## src/rtl/dshr_pkg.sv

```systemverilog
// ============================================================================
// dshr_pkg: shared definitions for the daily step history block
// Widths, history depth, calendar constants and the day-number result type.
// ============================================================================
package dshr_pkg;

  // Number of daily totals kept; slot k holds the total of k days ago.
  localparam int HISTORY_DAYS = 7;
  localparam int IDX_W        = $clog2(HISTORY_DAYS);
  localparam int CNT_W        = $clog2(HISTORY_DAYS + 1);

  localparam int STEP_W = 32;
  localparam int DATE_W = 25;
  localparam int DAYS_W = 20;

  // Calendar limits and constants.
  localparam int YEAR_MIN = 2000;
  localparam int YEAR_MAX = 2100;
  localparam int ERA_DAYS = 146097;
  localparam int ERA_YEARS = 400;

  // Day number result, relative to day zero of year 0 in the March-based
  // calendar; only differences between two results are used.
  typedef struct packed {
    logic              done;
    logic              sane;
    logic [DATE_W-1:0] packed_date;
    logic [DAYS_W-1:0] days;
  } date_res_t;

  // Days before the first of each month, counting from March.
  function automatic logic [8:0] month_offset(input logic [3:0] mar);
    logic [8:0] r;
    case (mar)
      4'd0:    r = 9'd0;
      4'd1:    r = 9'd31;
      4'd2:    r = 9'd61;
      4'd3:    r = 9'd92;
      4'd4:    r = 9'd122;
      4'd5:    r = 9'd153;
      4'd6:    r = 9'd184;
      4'd7:    r = 9'd214;
      4'd8:    r = 9'd245;
      4'd9:    r = 9'd275;
      4'd10:   r = 9'd306;
      4'd11:   r = 9'd337;
      default: r = 9'd0;
    endcase
    return r;
  endfunction

endpackage

```

## src/rtl/daily_step_history_rollover_core.sv

```systemverilog
// ============================================================================
// daily_step_history_rollover_core: daily step count with date rollover
// Keeps a count baseline, an anchor date and a chain of daily totals that
// shifts by the day gap whenever the date moves on.
// ============================================================================
// Sequence: an accepted transaction passes S_CALC, S_DECIDE, S_SHIFT (only on
//   a rollover, for n shifts, n being the day gap held to 1..HISTORY_DAYS) and
//   S_OUT; the history chain shifts one slot per cycle.
// The next transaction is taken only once the result sits in the output
//   register; S_OUT holds while that register is full and not taken.
// Reset: synchronous, active low; clears history, baseline and anchor.
module daily_step_history_rollover_core (
  input  logic        clk,
  input  logic        rst_n,
  input  logic        in_tvalid,
  output logic        in_tready,
  // [31:0] chip_count, [43:32] rtc_year, [47:44] rtc_month,
  // [52:48] rtc_day, [55:53] query_day
  input  logic [55:0] in_tdata,
  // [0] chip_ok, [1] date_valid
  input  logic [1:0]  in_tuser,
  output logic        out_tvalid,
  input  logic        out_tready,
  // [31:0] today_steps, [63:32] queried_steps, [88:64] anchor_out
  output logic [95:0] out_tdata,
  // [0] rolled_over
  output logic        out_tuser
);

  localparam int H  = dshr_pkg::HISTORY_DAYS;
  localparam int SW = dshr_pkg::STEP_W;

  typedef enum logic [4:0] {
    S_IDLE   = 5'b00001,
    S_CALC   = 5'b00010,
    S_DECIDE = 5'b00100,
    S_SHIFT  = 5'b01000,
    S_OUT    = 5'b10000
  } state_t;

  state_t state_r, state_nxt;

  // Captured transaction.
  logic [SW-1:0] chip_r;
  logic          chip_ok_r;
  logic          date_valid_r;
  logic [11:0]   year_r;
  logic [3:0]    month_r;
  logic [4:0]    day_r;
  logic [2:0]    query_r;

  // Persistent state.
  logic [SW-1:0]               baseline_r, baseline_nxt;
  logic                        taken_r, taken_nxt;
  logic [dshr_pkg::DATE_W-1:0] anchor_r, anchor_nxt;
  logic [dshr_pkg::DAYS_W-1:0] anchor_days_r, anchor_days_nxt;
  logic                        rolled_r, rolled_nxt;
  logic [dshr_pkg::CNT_W-1:0]  shift_cnt_r, shift_cnt_nxt;

  // Output register.
  logic                        out_valid_r, out_valid_nxt;
  logic [SW-1:0]               out_today_r;
  logic [SW-1:0]               out_queried_r;
  logic                        out_rolled_r;
  logic [dshr_pkg::DATE_W-1:0] out_anchor_r;

  logic                        in_acc;
  logic                        out_load;
  logic                        calc_go_r;
  dshr_pkg::date_res_t         date_res;

  logic [SW-1:0]               base_eff;
  logic                        date_ok;
  logic                        do_roll;
  logic [SW-1:0]               finished;
  logic signed [dshr_pkg::DAYS_W:0] gap;
  logic [dshr_pkg::CNT_W-1:0]  shift_n;
  logic [SW-1:0]               today;
  logic [SW-1:0]               sel_hist;
  logic [SW-1:0]               queried;

  logic                        cell0_take;
  logic [SW-1:0]               cell0_din;
  logic                        chain_shift;
  logic [SW-1:0]               hist [H];

  assign in_tready = (state_r == S_IDLE);
  assign in_acc    = in_tvalid && in_tready;

  // Capture the input transaction.
  always_ff @(posedge clk) begin
    if (in_acc) begin
      chip_r       <= in_tdata[31:0];
      year_r       <= in_tdata[43:32];
      month_r      <= in_tdata[47:44];
      day_r        <= in_tdata[52:48];
      query_r      <= in_tdata[55:53];
      chip_ok_r    <= in_tuser[0];
      date_valid_r <= in_tuser[1];
    end
  end

  // Date check and day number from the captured date.
  dshr_day_calc u_day_calc (
    .clk   (clk),
    .rst_n (rst_n),
    .start (calc_go_r),
    .year  (year_r),
    .month (month_r),
    .day   (day_r),
    .res   (date_res)
  );

  // Start strobe for the day calculation: first cycle of S_CALC.
  always_ff @(posedge clk) begin
    if (!rst_n) begin
      calc_go_r <= 1'b0;
    end else begin
      calc_go_r <= in_acc;
    end
  end

  // Decision on the captured transaction.
  always_comb begin
    base_eff = (chip_ok_r && !taken_r) ? chip_r : baseline_r;
    date_ok  = date_valid_r && date_res.sane;
    do_roll  = date_ok && (anchor_r != '0) && (date_res.packed_date != anchor_r);
    finished = (chip_ok_r && chip_r >= base_eff) ? chip_r - base_eff : '0;
    gap = $signed({1'b0, date_res.days}) - $signed({1'b0, anchor_days_r});
    if (gap <= 0) begin
      shift_n = dshr_pkg::CNT_W'(1);
    end else if (gap >= (dshr_pkg::DAYS_W + 1)'(H)) begin
      shift_n = dshr_pkg::CNT_W'(H);
    end else begin
      shift_n = gap[dshr_pkg::CNT_W-1:0];
    end
  end

  // Result fields from the updated state.
  always_comb begin
    today = (chip_ok_r && chip_r >= baseline_r) ? chip_r - baseline_r : '0;
    sel_hist = '0;
    for (int i = 1; i < H; i++) begin
      if (32'(query_r) == i) begin
        sel_hist = hist[i];
      end
    end
    queried = (query_r == 3'd0) ? today : sel_hist;
  end

  assign out_load = (state_r == S_OUT) && (!out_valid_r || out_tready);

  // Sequencer and state updates.
  always_comb begin
    state_nxt       = state_r;
    baseline_nxt    = baseline_r;
    taken_nxt       = taken_r;
    anchor_nxt      = anchor_r;
    anchor_days_nxt = anchor_days_r;
    rolled_nxt      = rolled_r;
    shift_cnt_nxt   = shift_cnt_r;
    cell0_take      = 1'b0;
    cell0_din       = '0;
    chain_shift     = 1'b0;
    out_valid_nxt   = out_valid_r && !out_tready;
    unique case (state_r)
      S_IDLE: begin
        if (in_acc) begin
          state_nxt = S_CALC;
        end
      end
      S_CALC: begin
        if (date_res.done) begin
          state_nxt = S_DECIDE;
        end
      end
      S_DECIDE: begin
        taken_nxt    = taken_r || chip_ok_r;
        baseline_nxt = base_eff;
        rolled_nxt   = do_roll;
        if (date_ok && anchor_r == '0) begin
          anchor_nxt      = date_res.packed_date;
          anchor_days_nxt = date_res.days;
        end
        if (do_roll) begin
          // The finished day enters slot zero, then the chain shifts by the gap.
          cell0_take      = 1'b1;
          cell0_din       = finished;
          shift_cnt_nxt   = shift_n;
          anchor_nxt      = date_res.packed_date;
          anchor_days_nxt = date_res.days;
          baseline_nxt    = chip_ok_r ? chip_r : '0;
          state_nxt       = S_SHIFT;
        end else begin
          state_nxt = S_OUT;
        end
      end
      S_SHIFT: begin
        chain_shift   = 1'b1;
        cell0_take    = 1'b1;
        shift_cnt_nxt = shift_cnt_r - dshr_pkg::CNT_W'(1);
        if (shift_cnt_r == dshr_pkg::CNT_W'(1)) begin
          state_nxt = S_OUT;
        end
      end
      S_OUT: begin
        if (out_load) begin
          out_valid_nxt = 1'b1;
          state_nxt     = S_IDLE;
        end
      end
      default: begin
        state_nxt = S_IDLE;
      end
    endcase
  end

  always_ff @(posedge clk) begin
    if (!rst_n) begin
      state_r     <= S_IDLE;
      baseline_r  <= '0;
      taken_r     <= 1'b0;
      anchor_r    <= '0;
      rolled_r    <= 1'b0;
      shift_cnt_r <= '0;
      out_valid_r <= 1'b0;
    end else begin
      state_r     <= state_nxt;
      baseline_r  <= baseline_nxt;
      taken_r     <= taken_nxt;
      anchor_r    <= anchor_nxt;
      rolled_r    <= rolled_nxt;
      shift_cnt_r <= shift_cnt_nxt;
      out_valid_r <= out_valid_nxt;
    end
  end

  always_ff @(posedge clk) begin
    anchor_days_r <= anchor_days_nxt;
  end

  // Output payload register.
  always_ff @(posedge clk) begin
    if (out_load) begin
      out_today_r   <= today;
      out_queried_r <= queried;
      out_rolled_r  <= rolled_r;
      out_anchor_r  <= anchor_r;
    end
  end

  // History chain: slot zero takes the finished day or zero, the others
  // take their lower neighbor.
  for (genvar g = 0; g < H; g++) begin : g_hist
    if (g == 0) begin : g_head
      dshr_cell u_cell (
        .clk   (clk),
        .rst_n (rst_n),
        .take  (cell0_take),
        .din   (cell0_din),
        .dout  (hist[g])
      );
    end else begin : g_body
      dshr_cell u_cell (
        .clk   (clk),
        .rst_n (rst_n),
        .take  (chain_shift),
        .din   (hist[g-1]),
        .dout  (hist[g])
      );
    end
  end

  assign out_tvalid = out_valid_r;
  assign out_tdata  = {7'b0, out_anchor_r, out_queried_r, out_today_r};
  assign out_tuser  = out_rolled_r;

  // Assertions.
  a_state_onehot: assert property (@(posedge clk) disable iff (!rst_n)
    $onehot(state_r)) else $error("state register not one-hot");

  a_shift_nonzero: assert property (@(posedge clk) disable iff (!rst_n)
    (state_r == S_SHIFT) |-> (shift_cnt_r != '0)) else $error("shift count ran out");

  a_roll_anchor: assert property (@(posedge clk) disable iff (!rst_n)
    (out_valid_r && out_rolled_r) |-> (out_anchor_r != '0))
    else $error("rollover reported with unknown anchor");

  a_head_cleared: assert property (@(posedge clk) disable iff (!rst_n)
    (state_r == S_OUT && rolled_r) |-> (hist[0] == '0))
    else $error("slot zero not cleared after rollover");

endmodule

```

## src/rtl/dshr_cell.sv

```systemverilog
// ============================================================================
// dshr_cell: one slot of the daily history chain
// Holds one daily total and takes its neighbor's value when told to.
// ============================================================================
module dshr_cell (
  input  logic                      clk,
  input  logic                      rst_n,
  input  logic                      take,
  input  logic [dshr_pkg::STEP_W-1:0] din,
  output logic [dshr_pkg::STEP_W-1:0] dout
);

  logic [dshr_pkg::STEP_W-1:0] val_r;

  // Slot register; history resets to all zero.
  always_ff @(posedge clk) begin
    if (!rst_n) begin
      val_r <= '0;
    end else if (take) begin
      val_r <= din;
    end
  end

  assign dout = val_r;

endmodule

```

## src/rtl/dshr_day_calc.sv

```systemverilog
// ============================================================================
// dshr_day_calc: date check and civil day number
// Two-stage pipeline that checks a date, packs it as YYYYMMDD and converts it
// to a day number for gap arithmetic.
// ============================================================================
module dshr_day_calc (
  input  logic                 clk,
  input  logic                 rst_n,
  input  logic                 start,
  input  logic [11:0]          year,
  input  logic [3:0]           month,
  input  logic [4:0]           day,
  output dshr_pkg::date_res_t  res
);

  logic                          sane;
  logic [25:0]                   packed_wide;
  logic [3:0]                    mar;
  logic [11:0]                   yy;
  logic                          era_hi;
  logic [8:0]                    yoe;
  logic [8:0]                    doy;

  logic                          s1_v_r;
  logic                          s1_sane_r;
  logic [dshr_pkg::DATE_W-1:0]   s1_packed_r;
  logic                          s1_era_hi_r;
  logic [8:0]                    s1_yoe_r;
  logic [8:0]                    s1_doy_r;

  logic [1:0]                    cent;
  logic [17:0]                   doe;
  logic [dshr_pkg::DAYS_W-1:0]   era_base;

  logic                          res_done_r;
  logic                          res_sane_r;
  logic [dshr_pkg::DATE_W-1:0]   res_packed_r;
  logic [dshr_pkg::DAYS_W-1:0]   res_days_r;

  // Stage one: range check, packing, March-based year and day of year.
  always_comb begin
    sane = (year >= 12'(dshr_pkg::YEAR_MIN)) && (year <= 12'(dshr_pkg::YEAR_MAX)) &&
           (month >= 4'd1) && (month <= 4'd12) && (day != 5'd0);
    packed_wide = 26'(year) * 26'd10000 + 26'(month) * 26'd100 + 26'(day);
    mar = (month > 4'd2) ? month - 4'd3 : month + 4'd9;
    yy = (month <= 4'd2) ? year - 12'd1 : year;
    // Years of interest lie in 1999..2100, so the era is 4 or 5.
    era_hi = (yy >= 12'(5 * dshr_pkg::ERA_YEARS));
    yoe = 9'(yy - (era_hi ? 12'(5 * dshr_pkg::ERA_YEARS) : 12'(4 * dshr_pkg::ERA_YEARS)));
    doy = dshr_pkg::month_offset(mar) + 9'(day) - 9'd1;
  end

  always_ff @(posedge clk) begin
    if (!rst_n) begin
      s1_v_r <= 1'b0;
    end else begin
      s1_v_r <= start;
    end
  end

  always_ff @(posedge clk) begin
    if (start) begin
      s1_sane_r   <= sane;
      s1_packed_r <= packed_wide[dshr_pkg::DATE_W-1:0];
      s1_era_hi_r <= era_hi;
      s1_yoe_r    <= yoe;
      s1_doy_r    <= doy;
    end
  end

  // Stage two: day of era and day number.
  always_comb begin
    if (s1_yoe_r >= 9'd300) begin
      cent = 2'd3;
    end else if (s1_yoe_r >= 9'd200) begin
      cent = 2'd2;
    end else if (s1_yoe_r >= 9'd100) begin
      cent = 2'd1;
    end else begin
      cent = 2'd0;
    end
    doe = 18'(s1_yoe_r) * 18'd365 + 18'(s1_yoe_r >> 2) - 18'(cent) + 18'(s1_doy_r);
    era_base = s1_era_hi_r ? dshr_pkg::DAYS_W'(5 * dshr_pkg::ERA_DAYS)
                           : dshr_pkg::DAYS_W'(4 * dshr_pkg::ERA_DAYS);
  end

  always_ff @(posedge clk) begin
    if (!rst_n) begin
      res_done_r <= 1'b0;
    end else begin
      res_done_r <= s1_v_r;
    end
  end

  always_ff @(posedge clk) begin
    if (s1_v_r) begin
      res_sane_r   <= s1_sane_r;
      res_packed_r <= s1_packed_r;
      res_days_r   <= era_base + dshr_pkg::DAYS_W'(doe);
    end
  end

  assign res = {res_done_r, res_sane_r, res_packed_r, res_days_r};

endmodule

```

## config.mk

```make
export PLATFORM = sky130hd
export DESIGN_NAME = daily_step_history_rollover_core
export DESIGN_NICKNAME = d
export VERILOG_FILES = /design/src/rtl/dshr_pkg.sv /design/src/rtl/daily_step_history_rollover_core.sv /design/src/rtl/dshr_cell.sv /design/src/rtl/dshr_day_calc.sv
export SDC_FILE = /design/constraint.sdc
export NUM_CORES = 1
export LEC_CHECK = 0
export ABC_AREA = 0
export BUFFER_PORTS_ARGS = -buffer_cell sky130_fd_sc_hd__buf_2
export CORE_MARGIN = 1.5
export CORE_UTILIZATION = 57
export DETAILED_ROUTE_END_ITERATION = 16
export PLACE_DENSITY_LB_ADDON = 0.08
export SYNTH_ARGS = -nofsm -noshare
export SYNTH_HDL_FRONTEND = slang
export SYNTH_SLANG_ARGS = --single-unit
```

## constraint.sdc

```tcl
create_clock -name clk -period 5.8 [get_ports clk]
set_input_delay 0 -clock clk [delete_from_list [all_inputs] [get_ports clk]]
set_output_delay 0 -clock clk [all_outputs]
set_load 0.05 [all_outputs]
```

==> results.md <==
* Status: finished with violations
* Drt drc at 0
* Post-synth EDFFs at 257
* Max Freq at 0.167 GHz
* Unrepaired setup endpoints after global routing: yes
* Async set-reset flop share out of synthesis at 0
* Worst slew pin tran at 1.22 ns
* Synth Register Bits at 552
* Post-DP HPWL at 59500 µm
* Area post-placement at 0.0351 mm²
* Maxcap violations at 0
* Wire per inst at 18.5 µm
* DRT Wirelength at 83200 µm
* Worst slew margin at 0.185
* Post-Synthesis Cell Area at 0.0332 mm²
* Final hold vios at 0
* Design Area, Final at 0.0380 mm²
* Die Height at 244 µm
* Final period util at 1.03
* Post-route ant nets at 0
* Yosys warns at 0
* Clock buffer count from CTS at 58
* Sink Count at 552
* Crit path max fanout at 5
* Num rows at 88
* Antenna cells at 0
* H-Tree Depth at 2
* CP Launch Type: flop
* Global-route wire length before repair at 132000 µm
* Syn Inst Count at 3468
* Pwr dens at 661 mW/mm²
* Synth-to-Final Area Change at 14.5%
* Nets at 4126
* Critical path endpoint category: flop
* Largest net degree at the start of global routing at 134
* Total congestion overflow at 0
* Critical Path RT at 6.18 ns
* Core ar. at 0.0577 mm²
* Final setup vio count at 4
* I/O Pins at 161
* Number of global-route vias before repair at 25162
* Failing checks: negative setup slack
* DR iter-0 viols at 1478
* VDD IR max at 1.26 mV
* Flop2flop setup slack at -0.18 ns
* Vias per cell at 5.71
* Fill count at 4606
* Die area at 0.0597 mm²
* Skew final at 0.0502 ns
* RePlAce Congestion at 0.914
* Initial antenna violation count at 1
* Initial Util at 0.576
* Root Buffer: clkbuf_16
* Register area share after synthesis at 0.410
* Ys flop type: dfxtp_1
* Skew-Pair Late Insertion Delay at 0.66 ns
* CTS tree: yes
* Synth Area per Inst at 9.58 µm²
* Number of detailed-routing iterations run before antenna repair at 5
* Clk slew on worst S/H paths at 0.06 ns
* Post-layout minimum cycle time at 5.98 ns
* Synth cell types at 79
* Pwr Total at 25.1 mW
* Critical path's slowest cell: fa_1
* Arr. time, crit path at 6.36 ns
* LEAKAGE at 15.3 nW
* Global-route usage over all layers at 0.275
* Max Transition Viols Final at 0
* Largest stage delay, worst path at 0.51 ns
* Via count at 25678
* Max clock buf depth at 3
* Fraction of layout cells with a size suffix above 1 at 0.126
* Setup slack after layout at -0.181 ns
* WS Path Type: flop to flop
* Die W at 244 µm
* Crit-path most repeated cell: buf_4
* # port buffers at 153
* Worst hold path class: input pin to flop
## logic make-up (layout without fill, tap and decap cells)
| kind of cell | Yosys count | after routing | share of synthesized area |
|---|---|---|---|
| buf+inv | 431 | 692 | 0.0498 |
| mux | 51 | 51 | 0.0167 |
| compound gates | 859 | 859 | 0.182 |
| fa+ha+maj | 379 | 379 | 0.161 |
| flops | 552 | 552 | 0.410 |
| xor+xnor | 174 | 174 | 0.0459 |
| other cells | 1 | 7 | 0.000113 |
| simple gates | 1021 | 1021 | 0.135 |
## through the flow
stage	setup TNS, ns	hold WS, ns	utilization	cells	worst slack [ns]
after floorplan	-0.190	0.0989	-	3474	-0.173
after global placement	-0.668	0.176	0.608	4312	-0.260
after detailed placement	-1.49	0.178	0.608	4312	-0.382
after CTS	-0.510	0.0214	0.655	4493	-0.186
after global routing	-1.43	0.0537	0.659	4500	-0.374
final	-0.482	0.0621	0.659	4500	-0.181
## sequential cells by signal, indices dropped and copies added, names as in the netlist, 3 cells and up
register / count
anchor_days_r: 19
u_day_calc.res_packed_r: 25
chip_r: 32
query_r: 3
month_r: 4
g_hist.g_head.u_cell.dout: 32
g_hist.g_body.u_cell.dout: 192
baseline_r: 32
out_anchor_r: 25
u_day_calc.s1_doy_r: 9
year_r: 12
out_queried_r: 32
shift_cnt_r: 3
u_day_calc.res_days_r: 19
state_r: 5
out_today_r: 32
anchor_r: 25
u_day_calc.s1_packed_r: 25
day_r: 5
u_day_calc.s1_yoe_r: 9
## path summary, 6_finish.rpt
check                                   from                          end  depth (start not counted)
hold / removal                  in_tdata[54]                   query_r[1]                          2
setup / recovery      u_day_calc.s1_yoe_r[3]    u_day_calc.res_days_r[17]                         28
hold reg to reg   u_day_calc.s1_packed_r[17]  u_day_calc.res_packed_r[17]                          0
setup reg to reg      u_day_calc.s1_yoe_r[3]    u_day_calc.res_days_r[17]                         28
## layout make-up
type	count	area (µm²)	share of cell area
multi-input combinational	2491	18300	0.481
sequential	552	13600	0.358
timing repair buffer	318	2180	0.0574
clock buffer	77	1660	0.0435
inverter	264	996	0.0262
tap	765	957	0.0252
clock inverter	33	312	0.00819
## layer usage
metal,up-vias,GRT usage,share of wire
met4,2,0.102,0.036
li1,12583,-,-
met3,148,0.0335,0.042
met1,12370,0.333,0.42
met5,-,0,0.00016
met2,575,0.499,0.51
## report_power, final
part           leakage (nW)  switching, mW  internal (mW)  total (mW)
Sequential             4.75          0.216           5.07        5.28
Combinational          9.55           8.28           7.82        16.1
Clock                 0.966           1.64           2.12        3.76
## layout by cell type (no fill, tap or decap), types with 13 or more instances in the layout
| cell type | n |
|---|---|
| nor3_1 | 35 |
| xor2_1 | 65 |
| nand3_1 | 70 |
| o21a_1 | 20 |
| o211ai_1 | 63 |
| xnor2_1 | 108 |
| nor2_1 | 161 |
| o211a_1 | 37 |
| buf_4 | 99 |
| a21o_1 | 35 |
| nor4_1 | 17 |
| inv_1 | 253 |
| nand4_1 | 25 |
| nand2b_1 | 26 |
| and3_1 | 13 |
| nor2b_1 | 41 |
| o2bb2ai_1 | 19 |
| mux2_2 | 34 |
| dfxtp_1 | 293 |
| o21bai_1 | 20 |
| clkinv_2 | 13 |
| nand2_1 | 558 |
| fa_1 | 78 |
| o21ai_0 | 106 |
| a21boi_0 | 226 |
| a21oi_1 | 159 |
| and2_1 | 16 |
| edfxtp_1 | 257 |
| a221oi_1 | 30 |
| a22oi_1 | 29 |
| dlygate4sd3_1 | 62 |
| clkbuf_16 | 60 |
| mux2i_1 | 17 |
| a31oi_1 | 13 |
| ha_1 | 289 |
| buf_2 | 152 |
## critical path: cells and delay by family (launching register included)
family          cells  cell delay, ns
compound gates      5            1.06
xor+xnor            2            0.27
fa+ha+maj           7            2.03
buf+inv             6            0.69
flops               1            0.48
simple gates        8            1.21
## Yosys cell counts, types with 8 or more instances
| cell | n | area [µm²] |
|---|---|---|
| a21boi_0 | 226 | 1700 |
| nor2_1 | 166 | 623 |
| o2111ai_1 | 10 | 87.6 |
| mux2i_1 | 17 | 170 |
| a22oi_1 | 29 | 218 |
| and2_1 | 17 | 106 |
| nor4_1 | 17 | 106 |
| nor2b_1 | 45 | 282 |
| a31oi_1 | 14 | 87.6 |
| inv_1 | 263 | 987 |
| buf_1 | 13 | 48.8 |
| a21o_1 | 35 | 263 |
| and3_1 | 14 | 87.6 |
| nand3_1 | 73 | 365 |
| o21bai_1 | 20 | 150 |
| o211a_1 | 37 | 370 |
| a21oi_1 | 163 | 816 |
| nand2_1 | 559 | 2100 |
| o21a_1 | 20 | 150 |
| nand2b_1 | 26 | 163 |
| o21ai_0 | 111 | 556 |
| ha_1 | 300 | 3750 |
| dfxtp_1 | 295 | 5910 |
| fa_1 | 79 | 1580 |
| a221oi_1 | 30 | 263 |
| a211oi_1 | 15 | 113 |
| nor3_1 | 40 | 200 |
| buf_4 | 8 | 60.1 |
| xnor2_1 | 109 | 955 |
| o211ai_1 | 63 | 473 |
| xor2_1 | 65 | 569 |
| mux2_2 | 34 | 383 |
| o2bb2ai_1 | 19 | 166 |
| clkbuf_1 | 142 | 533 |
| nand4_1 | 25 | 156 |
| edfxtp_1 | 257 | 7720 |
## what timing repair did
action	CTS	global route
gates resized for setup	19	33
hold endpoints to repair	169	0
setup endpoints to repair	6	10
hold buffers	62	0
setup buffers	9	7
pin swaps	29	12
No activity file was read; power rests on OpenSTA's default activity.
